### src/sv/planar_block_to_packed_tiles_assert.svh
// Assertion macros shared by the planar-to-packed tile converter RTL.
`ifndef PLANAR_BLOCK_TO_PACKED_TILES_ASSERT_SVH
`define PLANAR_BLOCK_TO_PACKED_TILES_ASSERT_SVH

// Same-cycle implication, checked out of reset.
`define PBPT_ASSERT_IMPL(label, ante, cons) \
  label: assert property (@(posedge clk_i) disable iff (!rst_ni) (ante) |-> (cons)) \
    else $error("pbpt: same-cycle check failed");

// Next-cycle implication, checked out of reset.
`define PBPT_ASSERT_NEXT(label, ante, cons) \
  label: assert property (@(posedge clk_i) disable iff (!rst_ni) (ante) |=> (cons)) \
    else $error("pbpt: next-cycle check failed");

`endif

### src/sv/pbpt_pkg.sv
// Types, constants and pixel packing for the planar-to-packed tile converter.
package pbpt_pkg;

  // Block geometry
  localparam int unsigned RowIdxW   = 4;   // 16 rows per block
  localparam int unsigned TileRowW  = 3;   // 8 rows per tile
  localparam int unsigned WordCntW  = 4;   // 16 words per output run
  localparam int unsigned PlaneW    = 8;
  localparam int unsigned HalfW     = 32;  // eight 4-bit pixels
  localparam int unsigned RowW      = 2 * HalfW;
  localparam int unsigned NumRows   = 2 ** RowIdxW;

  localparam logic [TileRowW-1:0] TileRowLast = '1;
  localparam logic [WordCntW-1:0] WordCntLast = '1;

  // Sequencer states
  typedef enum logic [1:0] {
    ST_IDLE,
    ST_READ,
    ST_SHOW
  } state_e;

  // Four plane bytes to eight packed nibbles; bit 7 is pixel 0 (low nibble).
  function automatic logic [HalfW-1:0] pack_half(
    input logic [PlaneW-1:0] p0,
    input logic [PlaneW-1:0] p1,
    input logic [PlaneW-1:0] p2,
    input logic [PlaneW-1:0] p3
  );
    logic [HalfW-1:0] word;
    word = '0;
    for (int x = 0; x < 8; x++) begin
      word[4*x +: 4] = {p3[7-x], p2[7-x], p1[7-x], p0[7-x]};
    end
    return word;
  endfunction

endpackage

### src/sv/planar_block_to_packed_tiles.sv
// Planar 16x16 block rows in, packed 4-bit tile rows out.
// A row that is not the eighth of its half is stored and the block is ready
// again on the next cycle. The eighth row starts a readout of 16 words; each
// word is fetched from the row store (ST_READ), then held on the output
// (ST_SHOW) until taken, so output stalls lengthen the run and no rows are
// accepted until the run ends. Reset (async, active low) clears the
// sequencer and the row counter; row store contents are undefined until written.
module planar_block_to_packed_tiles (
  input  logic                       clk_i,
  input  logic                       rst_ni,
  input  logic                       in_valid_i,
  output logic                       in_ready_o,
  input  logic [pbpt_pkg::PlaneW-1:0] left_plane0_i,
  input  logic [pbpt_pkg::PlaneW-1:0] left_plane1_i,
  input  logic [pbpt_pkg::PlaneW-1:0] left_plane2_i,
  input  logic [pbpt_pkg::PlaneW-1:0] left_plane3_i,
  input  logic [pbpt_pkg::PlaneW-1:0] right_plane0_i,
  input  logic [pbpt_pkg::PlaneW-1:0] right_plane1_i,
  input  logic [pbpt_pkg::PlaneW-1:0] right_plane2_i,
  input  logic [pbpt_pkg::PlaneW-1:0] right_plane3_i,
  output logic                       out_valid_o,
  input  logic                       out_ready_i,
  output logic [pbpt_pkg::HalfW-1:0] tile_word_o,
  output logic [1:0]                 tile_number_o,
  output logic [pbpt_pkg::TileRowW-1:0] row_in_tile_o,
  output logic                       last_o
);
  import pbpt_pkg::*;

  `include "planar_block_to_packed_tiles_assert.svh"

  state_e                state_q, state_d;
  logic [RowIdxW-1:0]    row_q, row_d;
  logic [WordCntW-1:0]   cnt_q, cnt_d;
  logic                  base_q, base_d;
  logic [RowW-1:0]       rd_q;
  logic [RowW-1:0]       mem [NumRows];
  logic [RowW-1:0]       wr_row;
  logic [RowIdxW-1:0]    rd_addr;
  logic                  in_req, out_req, half_done;

  assign in_req    = in_valid_i && in_ready_o;
  assign out_req   = out_valid_o && out_ready_i;
  assign half_done = (row_q[TileRowW-1:0] == TileRowLast);

  // Converted row: right half in the upper word
  assign wr_row = {pack_half(right_plane0_i, right_plane1_i, right_plane2_i, right_plane3_i),
                   pack_half(left_plane0_i, left_plane1_i, left_plane2_i, left_plane3_i)};

  // Readout address: half of block, then tile row
  assign rd_addr = {base_q, cnt_q[TileRowW-1:0]};

  // Row store, one write and one registered read port
  always_ff @(posedge clk_i) begin
    if (in_req) begin
      mem[row_q] <= wr_row;
    end
    if (state_q == ST_READ) begin
      rd_q <= mem[rd_addr];
    end
  end

  // Next state
  always_comb begin
    state_d = state_q;
    row_d   = row_q;
    cnt_d   = cnt_q;
    base_d  = base_q;
    case (state_q)
      ST_IDLE: begin
        if (in_req) begin
          row_d = row_q + 1'b1;
          if (half_done) begin
            state_d = ST_READ;
            cnt_d   = '0;
            base_d  = row_q[RowIdxW-1];
          end
        end
      end
      ST_READ: begin
        state_d = ST_SHOW;
      end
      ST_SHOW: begin
        if (out_req) begin
          if (cnt_q == WordCntLast) begin
            state_d = ST_IDLE;
          end else begin
            state_d = ST_READ;
            cnt_d   = cnt_q + 1'b1;
          end
        end
      end
      default: begin
        state_d = ST_IDLE;
      end
    endcase
  end

  // Outputs
  always_comb begin
    in_ready_o    = 1'b0;
    out_valid_o   = 1'b0;
    case (state_q)
      ST_IDLE: in_ready_o  = 1'b1;
      ST_SHOW: out_valid_o = 1'b1;
      default: begin
        in_ready_o  = 1'b0;
        out_valid_o = 1'b0;
      end
    endcase
    // Upper word counter bit picks the right tile
    tile_word_o   = cnt_q[WordCntW-1] ? rd_q[RowW-1:HalfW] : rd_q[HalfW-1:0];
    tile_number_o = {base_q, cnt_q[WordCntW-1]};
    row_in_tile_o = cnt_q[TileRowW-1:0];
    last_o        = (cnt_q == WordCntLast);
  end

  // Control registers
  always_ff @(posedge clk_i or negedge rst_ni) begin
    if (!rst_ni) begin
      state_q <= ST_IDLE;
      row_q   <= '0;
      cnt_q   <= '0;
      base_q  <= 1'b0;
    end else begin
      state_q <= state_d;
      row_q   <= row_d;
      cnt_q   <= cnt_d;
      base_q  <= base_d;
    end
  end

  // Checks
  `PBPT_ASSERT_IMPL(a_no_overlap, in_ready_o, !out_valid_o)
  `PBPT_ASSERT_NEXT(a_half_starts_run, in_req && half_done, state_q == ST_READ && cnt_q == '0)
  `PBPT_ASSERT_NEXT(a_plain_row_ready, in_req && !half_done, in_ready_o)
  `PBPT_ASSERT_NEXT(a_last_ends_run, out_req && last_o, in_ready_o)
  `PBPT_ASSERT_NEXT(a_word_refetch, out_req && !last_o, !out_valid_o && !in_ready_o)

endmodule
### config.mk
export PLATFORM = sky130hd
export DESIGN_NAME = planar_block_to_packed_tiles
export DESIGN_NICKNAME = d
export VERILOG_FILES = /design/src/sv/pbpt_pkg.sv /design/src/sv/planar_block_to_packed_tiles.sv
export VERILOG_INCLUDE_DIRS = /design/src /design/src/sv
export SDC_FILE = /design/constraint.sdc
export NUM_CORES = 1
export LEC_CHECK = 0
export ABC_CLOCK_PERIOD_IN_PS = 6400
export BUFFER_PORTS_ARGS = -buffer_cell sky130_fd_sc_hd__buf_2
export CORE_MARGIN = 10
export CORE_UTILIZATION = 44
export DETAILED_ROUTE_END_ITERATION = 10
export PLACE_DENSITY_LB_ADDON = 0.05
export SETUP_SLACK_MARGIN = 0.15
export SLEW_MARGIN = 20
export SYNTH_ARGS = -nofsm -noshare
export SYNTH_HDL_FRONTEND = slang
export SYNTH_SLANG_ARGS = --single-unit
### constraint.sdc
create_clock -name clk_i -period 6.4 [get_ports clk_i]
set_clock_uncertainty 0.1 [all_clocks]
set_input_delay 0.96 -clock clk_i [delete_from_list [all_inputs] [get_ports clk_i]]
set_output_delay 0.96 -clock clk_i [all_outputs]
set_load 0.005 [all_outputs]
==> results of run 1 <==
[layout by cell type (no fill, tap or decap), types with 2 or more instances in the layout]
cell | synthesis | final
a22oi_1 | 128 | 128
a31oi_1 | 2 | 2
and2_4 | 0 | 17
and3_1 | 3 | 3
buf_12 | 0 | 7
buf_2 | 17 | 107
buf_4 | 10 | 30
bufinv_16 | 0 | 8
clkbuf_1 | 35 | 24
clkbuf_16 | 0 | 117
clkinv_1 | 0 | 33
clkinv_2 | 0 | 19
clkinvlp_4 | 0 | 2
dfrtp_1 | 11 | 8
dfrtp_4 | 0 | 2
diode_2 | 0 | 6
edfxtp_1 | 1088 | 1088
ha_1 | 6 | 6
inv_1 | 5 | 5
inv_6 | 0 | 2
mux2_2 | 34 | 34
mux4_2 | 256 | 256
nand2_1 | 72 | 72
nand3b_1 | 3 | 3
nor2_4 | 0 | 2
nor2b_1 | 4 | 2
nor2b_4 | 0 | 2
nor3b_1 | 2 | 2
o21ai_0 | 3 | 3
xnor2_1 | 2 | 2
[flip-flops by register name, indices dropped and copies added (netlist names)]
register	flops
cnt_q	4
base_q	1
mem	1024
row_q	4
state_q	2
rd_q	64
[synthesized netlist by cell type (all sizes together)]
library cell / instances
a21o: 1
a21oi: 1
a22oi: 128
a31oi: 2
and2: 18
and3: 3
buf: 55
clkbuf: 35
dfrtp: 11
edfxtp: 1088
ha: 6
inv: 5
mux2: 34
mux2i: 1
mux4: 256
nand2: 72
nand2b: 1
nand3b: 3
nand4: 1
nor2: 3
nor2b: 4
nor3: 1
nor3b: 2
o21ai: 3
xnor2: 2
[layout make-up]
type,instances,share of cell area
Antenna cell,6,0.000321
Tap cell,1254,0.0335
Inverter,5,0.000401
Clock buffer,141,0.0645
Timing Repair Buffer,145,0.0198
Clock inverter,64,0.0105
Sequential cell,1099,0.704
Multi-Input combinational cell,542,0.167
[power groups by stage]
stage | Clock [mW] | Sequential (mW) | Combinational [mW]
global route | 6.72 | 9.30 | 4.99
CTS | 6.43 | 9.25 | 4.73
global placement | 0 | 9.38 | 4.69
finish | 6.28 | 9.24 | 4.62
floorplan | 0 | 9.11 | 3.12
detailed placement | 0 | 9.40 | 4.72
[stage by stage]
| step | util | power [mW] | hold slack [ns] | worst slack, ns | area (µm²) |
|---|---|---|---|---|---|
| floorplan | - | 12.2 | 0.401 | 2.50 | 41200 |
| global placement | 0.465 | 14.1 | 0.456 | 2.88 | 43200 |
| detailed placement | 0.465 | 14.1 | 0.464 | 2.81 | 43300 |
| CTS | 0.503 | 20.4 | 0.0178 | 2.48 | 46800 |
| global route | 0.503 | 21.0 | 0.0450 | 2.42 | 46800 |
| finish | 0.503 | 20.1 | 0.0585 | 2.63 | 46800 |
[worst register-to-register path: cells and delay by family, from the launching register on]
family	cells	cell delay, ns
flip-flops	1	0.82
AND/OR/NAND/NOR	1	0.13
AO/OA/AOI/OAI	1	0.44
buffers and inverters	2	0.85
multiplexers	1	0.56
[kinds of logic (layout without fill, tap and decap cells)]
group | Yosys count | count (layout)
mux | 291 | 291
flops | 1099 | 1099
other cells | 0 | 6
compound gates | 135 | 135
xor+xnor | 2 | 2
simple gates | 108 | 108
fa+ha+maj | 6 | 6
buf+inv | 95 | 355
[worst max-delay path by stage]
stage                          start         end  slack (ns)  cells past startpoint
final                       cnt_q[0]      last_o        2.63                      4
after floorplan           state_q[1]     rd_q[0]        2.50                      1
after detailed placement  in_valid_i  mem[8][54]        2.81                      5
after global placement    in_valid_i  mem[8][54]        2.88                      5
after global routing        cnt_q[0]      last_o        2.42                      4
after CTS                   cnt_q[0]      last_o        2.48                      4
[routing by layer]
| layer | share of wire | wire length [µm] |
|---|---|---|
| met1 | 0.46 | 47700 |
| met2 | 0.44 | 45700 |
| met3 | 0.075 | 7770 |
| met4 | 0.019 | 1990 |
| met5 | 0.000077 | 8 |
==> flow_summary.ini, run 1 <==
[outcome]
status = complete, no violations

[clock_network]
ctsRootBufferMaster = clkbuf_16
clock-sinks = 1099
clk_latency_ns = 0.68
htreeDepth = 3
cts_made_buffers = 114
cts_buffer_depth = 3
post_cts_buffers = 0
cts_tree = yes
hold_buffers = 0
cts_repair_resize_count = 0
clk_pin_slew_ns = 0.06

[grt]
grt_start_max_net_pins = 78
grt_use_met3 = 0.0446
use_met1 = 0.292
antenna_found_initial = 19
grt_util_met2 = 0.287
top_usage_layer = met1
grt_usage = 0.194
grt_pass1_vias = 19323
grt-ovfl-total = 0
grt_pass1_wl_um = 148000

[route]
vias = 18674
via_per_inst = 5.74
totalWireLength_um = 103000
drtPass1Iterations = 7
ant_nets = 0
drt_iter0_markers = 1754
drc_errors = 0
routedWlPerCell_um = 31.7

[setup_path]
r2r-end = rd_q[13]
slowest_delay_ns = 0.82
crit_chain = buf_12, ha_1, and3_1, buf_2
critPathLaunchType = flop
path_buf_inv = 2
cp_max_fo = 57
cp.required_ns = 5.34
reg2reg_from = cnt_q[0]
critPathKind = flop to output port
rrSetupSlack_ns = 3.22
cp.arrival_ns = 2.71
r2r.worst_path.cells = 5
crit_slowest_cell = dfrtp_4
crit_path_end_kind = output port
crit_family = flip-flops

[logic_synthesis]
synthAdderAreaFrac = 0.00182
synthTopCellsByArea = edfxtp_1, mux4_2, a22oi_1
yosys.area_share.simple = 0.0120
syn_inst = 1736
syn_area_um2 = 41200
synth-compound-area-share = 0.0243
synth.area.mux_share = 0.150
syn_avg_cell_area_um2 = 23.7
yosysSeqAreaShare = 0.800
synth_top_area_share = 0.793
yosysUniqueCellTypes = 28
synth_top_family_by_area = multiplexers
yosys_warnings = 0
yosys_register_bits = 1099
synth_top_cell_by_area = edfxtp_1
synthXorXnorAreaFrac = 0.000425
synth_nets = 1810

[sta]
fmax_mhz = 265
fin_crit_ns = 3.77
setup_viol = 0
finalSetupTns_ns = 0
worstMarginPinSlew_ns = 1.17
relSlewSlack = 0.221
fin_crit_sh = 0.589
slew_viol_final = 0
hold_viol = 0
rsz0062_at_grt = no

[power_and_ir_drop]
p_int_mw = 14.3
p_comb_frac = 0.229
leakage_nw = 14.5
ir_drop_uv = 229
power_density_nw_per_um2 = 430
p_sw_frac = 0.288
power.switching_mw = 5.80
clockPowerShare = 0.312
p_seq_frac = 0.459

[worst_hold_path]
hp-class = primary input to asynchronous set/reset pin

[layout]
drive_gt1_frac = 0.304
regArea_um2 = 33000
fillerInstances = 7464
syn2layout_area_growth_pct = 13.7
final_cell_count_no_fill = 3256
fin_nets = 1981
multi_input_area_um2 = 7820

[placement]
dp_hpwl_um = 62000
port-buffer-count = 107
placed_cells = 3045
place.gp.congestion = 0.744

[floorplanning]
row_count = 112
start_util = 0.443
die_h_um = 326
die_w_um = 326
die-area_um2 = 106000
fp.coreArea_um2 = 93000
io_pins = 108

[job]
maxCapViolations = 0
(Power assumes the default switching activity.)
==> inputs of run 2 (changes only) <==
--- a/config.mk
+++ b/config.mk
@@ -6,7 +6,8 @@
 export SDC_FILE = /design/constraint.sdc
 export NUM_CORES = 1
 export LEC_CHECK = 0
-export ABC_CLOCK_PERIOD_IN_PS = 6400
+export ABC_AREA = 1
+export ABC_CLOCK_PERIOD_IN_PS = 3300
 export BUFFER_PORTS_ARGS = -buffer_cell sky130_fd_sc_hd__buf_2
 export CORE_MARGIN = 10
 export CORE_UTILIZATION = 44
==> constraint.sdc (replaced) <==
create_clock -name clk_i -period 3.3 [get_ports clk_i]
set_clock_uncertainty 0.1 [all_clocks]
set_input_delay 0.495 -clock clk_i [delete_from_list [all_inputs] [get_ports clk_i]]
set_output_delay 0.495 -clock clk_i [all_outputs]
set_load 0.005 [all_outputs]
==> flow_summary.ini, run 2 <==
[outcome]
status = complete, no violations

[grt]
grt_usage = 0.214
antenna_found_initial = 7
grt_pass1_wl_um = 192000
grt-ovfl-total = 0
grt_start_max_net_pins = 92
grt_pass1_vias = 28867

[setup_path]
critPathLaunchType = flop
reg2reg_from = state_q[1]
crit_slowest_cell = dfrtp_2
cp.required_ns = 2.70
cp.arrival_ns = 2.27
crit_path_end_kind = output port
critPathKind = flop to output port
crit_end = tile_word_o[11]
r2r.worst_path.cells = 6
slowest_delay_ns = 0.43
cp-startpoint = cnt_q[3]
crit_chain = inv_1, buf_4, nand2_1, nand2_1, buf_2
r2r-end = mem[0][48]
crit_top_cell = nand2_1
cp_max_fo = 14
rrSetupSlack_ns = 0.72

[clock_network]
hold_buffers = 2
htreeDepth = 3
ctsRootBufferMaster = clkbuf_16
cts_repair_resize_count = 0
clk_latency_ns = 0.71
cts_made_buffers = 118
cts_buffer_depth = 3
cts_tree = yes
post_cts_buffers = 0
clk_pin_slew_ns = 0.06
clock-sinks = 1099

[power_and_ir_drop]
leakage_nw = 22.3
ir_drop_uv = 481
power_density_nw_per_um2 = 698

[layout]
largest_reg_flops = 1024
top_register = mem
layout_common_cells = nand2_1, edfxtp_1, inv_1
fin_nets = 4576
final_area_um2 = 53000
final_common_cell = nand2_1
utilization = 0.504
drive_gt1_frac = 0.0869
reg_top3 = mem x1024, rd_q x64
final_cell_count_no_fill = 5997
syn2layout_area_growth_pct = 13.9

[sta]
worstMarginPinSlew_ns = 0.713
fin_crit_ns = 2.86
rsz0062_at_grt = no
slew_viol_final = 0
relSlewSlack = 0.524
finalSetupTns_ns = 0
fin_crit_sh = 0.868
setup_viol = 0
hold_viol = 0
fmax_mhz = 349

[floorplanning]
start_util = 0.442
fp.coreArea_um2 = 105000
row_count = 119
die-area_um2 = 119000
io_pins = 108
die_w_um = 345
die_h_um = 345

[logic_synthesis]
synth_top_area_share = 0.702
yosysMostFrequentCell = nand2_1
yosysUniqueCellTypes = 15
synth_ff_type = edfxtp_1
yosys_register_bits = 1099
synthTopCellsByArea = edfxtp_1, nand2_1, nand3_1
syn_avg_cell_area_um2 = 10.6
synth_edf_count = 1088
syn_area_um2 = 46600
yosys_warnings = 0
yosys-top-cells-count = nand2_1, edfxtp_1, inv_1
synth_nets = 4451
async_reset_ff_frac = 0.0100
yosysSeqAreaShare = 0.707
synth_top_cell_by_area = edfxtp_1
syn_inst = 4377

[placement]
placed_cells = 5771
placed_area_um2 = 49500
dp_hpwl_um = 77600
place.gp.congestion = 0.796
port-buffer-count = 107

[job]
maxCapViolations = 0

[worst_hold_path]
hp-class = primary input to flop

[route]
drt_iter0_markers = 2682
via_per_inst = 5.02
drtPass1Iterations = 5
ant_nets = 0
routedWlPerCell_um = 21.9
drc_errors = 0
vias = 30090
totalWireLength_um = 131000
-- run 2: changes by cell type after synthesis, sizes merged, moves of 7 or more --
cell,delta
a22oi,-128
and2,-18
buf,+123
clkbuf,+7
inv,+779
mux2,-34
mux4,-256
nand2,+1392
nand3,+772
nor2,+17
-- run 2: layout make-up --
| class | instances | area [µm²] |
|---|---|---|
| Timing Repair Buffer | 225 | 2090 |
| Inverter | 784 | 2970 |
| Antenna cell | 4 | 10.0 |
| Tap cell | 1391 | 1740 |
| Clock inverter | 77 | 489 |
| Multi-Input combinational cell | 2274 | 9710 |
| Fill cell | 9407 | 52200 |
| Clock buffer | 143 | 3070 |
| Sequential cell | 1099 | 33000 |
-- run 2: critical path: cells and delay by family (launching register included) --
kind / cells / cell delay [ns]
buf+inv: 3 / 0.88
flops: 1 / 0.43
simple gates: 2 / 0.25
-- run 2: cell families after synthesis --
logic type | share of synthesized area
AND/OR/NAND/NOR | 0.203
flip-flops | 0.707
buffers and inverters | 0.0867
AO/OA/AOI/OAI | 0.000913
adder cells (fa/ha/maj) | 0.00161
XOR/XNOR | 0.000752
-- run 2: worst min path at each step --
stage	startpoint	end	slack (ns)	cells after the start
after floorplan	rst_ni	base_q	0.1	0
after global placement	rst_ni	state_q[1]	0.30	1
after detailed placement	rst_ni	state_q[0]	0.30	1
after CTS	right_plane1_i[1]	mem[3][57]	0.02	1
after global routing	right_plane1_i[1]	mem[7][57]	0.06	1
final	right_plane1_i[1]	mem[2][57]	0.08	1
-- run 2: layer usage --
layer  GRT usage  up-vias  wire length, µm
li1            -    14433                -
met1       0.299    14611            58700
met2       0.339      873            60600
met3      0.0399      169             8740
met4      0.0609        4             3010
met5     0.00897        -              163
-- run 2: power breakdown --
part	switching, mW	leakage, nW	total [mW]	internal (mW)
Sequential	0.518	9.96	17.4	16.9
Clock	5.45	1.75	12.3	6.89
Combinational	5.21	10.6	7.21	2.00
-- run 2: per-stage QoR --
stage	hold WS [ns]	worst slack, ns	total power [mW]
after global routing	0.0648	0.278	38.7
final	0.0756	0.436	37.0
after floorplan	0.0994	0.0719	21.7
after global placement	0.302	0.744	25.0
after detailed placement	0.296	0.755	25.0
after CTS	0.0250	0.302	37.4
==> inputs of run 3 (changes only) <==
--- a/config.mk
+++ b/config.mk
@@ -9,8 +9,10 @@
 export ABC_AREA = 1
 export ABC_CLOCK_PERIOD_IN_PS = 3300
 export BUFFER_PORTS_ARGS = -buffer_cell sky130_fd_sc_hd__buf_2
+export CELL_PAD_IN_SITES_DETAIL_PLACEMENT = 0
+export CELL_PAD_IN_SITES_GLOBAL_PLACEMENT = 2
 export CORE_MARGIN = 10
-export CORE_UTILIZATION = 44
+export CORE_UTILIZATION = 38
 export DETAILED_ROUTE_END_ITERATION = 10
 export PLACE_DENSITY_LB_ADDON = 0.05
 export SETUP_SLACK_MARGIN = 0.15
==> flow_summary.ini, run 3 (same netlist as run 2, synthesis figures left out) <==
[layout]
layout_common_cells = nand2_1, edfxtp_1, inv_1
syn2layout_area_growth_pct = 15.4
n_antenna_cell = 0
fin_nets = 4580
final_area_um2 = 53700
drive_gt1_frac = 0.0887
final_common_cell = nand2_1
fillerInstances = 11512
reg_top3 = mem x1024, rd_q x64
largest_reg_flops = 1024
top_register = mem

[clock_network]
clk_latency_ns = 0.72
clk_pin_slew_ns = 0.06
hold_buffers = 3
post_cts_buffers = 0
ctsRootBufferMaster = clkbuf_16
htreeDepth = 4
cts_made_buffers = 130
cts_repair_resize_count = 0
cts_tree = yes
cts_buffer_depth = 3
clock-sinks = 1099

[route]
via_per_inst = 4.79
drtPass1Iterations = 6
drc_errors = 0
vias = 29845
totalWireLength_um = 142000
ant_nets = 0
routedWlPerCell_um = 22.8
drt_iter0_markers = 2323

[sta]
rsz0062_at_grt = no
fin_crit_sh = 0.869
setup_viol = 0
slew_viol_final = 0
hold_viol = 0
worstMarginPinSlew_ns = 0.896
fmax_mhz = 349
fin_crit_ns = 2.87
relSlewSlack = 0.401
finalSetupTns_ns = 0

[power_and_ir_drop]
power_density_nw_per_um2 = 714
leakage_nw = 22.5
ir_drop_uv = 530
p_int_mw = 27.0
p_sw_frac = 0.296
p_comb_frac = 0.194
clockPowerShare = 0.354
power.switching_mw = 11.4
p_seq_frac = 0.452

[setup_path]
critPathKind = flop to output port
critPathLaunchType = flop
r2r.worst_path.cells = 6
cp.arrival_ns = 2.27
reg2reg_from = state_q[1]
crit_chain = inv_1, buf_4, nand2_1, nand2_1, buf_2
slowest_delay_ns = 0.44
cp-startpoint = cnt_q[3]
path_buf_inv = 3
cp.required_ns = 2.70
crit_path_end_kind = output port
crit_slowest_cell = buf_4
crit_top_cell = nand2_1
cp_max_fo = 32
crit_family = buffers and inverters
crit_cells = 5

[outcome]
status = complete, no violations

[grt]
grt-ovfl-total = 0
grt_pass1_wl_um = 207000
antenna_found_initial = 6
grt_pass1_vias = 29055
grt_start_max_net_pins = 80
grt_usage = 0.206

[floorplanning]
die-area_um2 = 137000
die_w_um = 370
row_count = 128
die_h_um = 370
io_pins = 108
fp.coreArea_um2 = 122000
start_util = 0.383

[job]
maxCapViolations = 0

[worst_hold_path]
hold_start = right_plane3_i[5]
hp-class = primary input to flop
min_path_cells = 1

[placement]
port-buffer-count = 107
placed_area_um2 = 49700
dp_hpwl_um = 80700
place.gp.congestion = 0.767
## run 3: worst reg2reg max path, stage by stage (launching register included)
cell and delay (ns):
dfrtp_1 0.43, nor2_1 0.20, nand2_1 0.14, inv_1 0.23, nand2_1 0.30, nor2_4 0.76
buf_4 0.32
## run 3: path summary, 6_finish.rpt
kind | slack, ns | to
setup / recovery | 0.43 | tile_word_o[9]
max in group asynchronous | 2.76 | cnt_q[2]
hold / removal | 0.07 | mem[15][43]
setup reg to reg | 0.53 | mem[1][7]
min in group asynchronous | 0.10 | state_q[1]
hold reg to reg | 0.45 | row_q[3]
## run 3: power by group through the flow
stage	clock network (mW)	registers, mW	logic [mW]
after floorplan	0	17.5	4.20
after global placement	0	17.6	7.61
after detailed placement	0	17.6	7.60
after CTS	13.9	17.3	7.62
after global routing	14.5	17.4	8.25
final	13.6	17.3	7.43
## run 3: layer usage
layer / track usage / part of all wire
met4: 0.0519 / 0.020
met2: 0.325 / 0.46
met1: 0.296 / 0.47
met5: 0 / 0.000092
met3: 0.0318 / 0.045
## run 3: final cells by class
class | count | area [µm²] | share of cell area
inverters | 784 | 2970 | 0.0552
flip-flops and latches | 1099 | 33000 | 0.613
multi-input cells | 2274 | 9710 | 0.181
repair buffers | 217 | 2070 | 0.0385
clock buffers | 171 | 3600 | 0.0670
well taps | 1625 | 2030 | 0.0378
clock inverters | 57 | 387 | 0.00720
## run 3: stage by stage
stage          total power [mW]  hold slack (ns)  worst slack (ns)  instances   util
6_report                   38.3           0.0686             0.431       6227  0.441
5_1_grt                    40.2           0.0395             0.309       6227  0.441
4_1_cts                    38.9           0.0130             0.338       6227  0.441
3_5_place_dp               25.2            0.288             0.530       5996  0.408
3_3_place_gp               25.2            0.283             0.555       5996  0.408
2_1_floorplan              21.7           0.0994            0.0719       4377      -
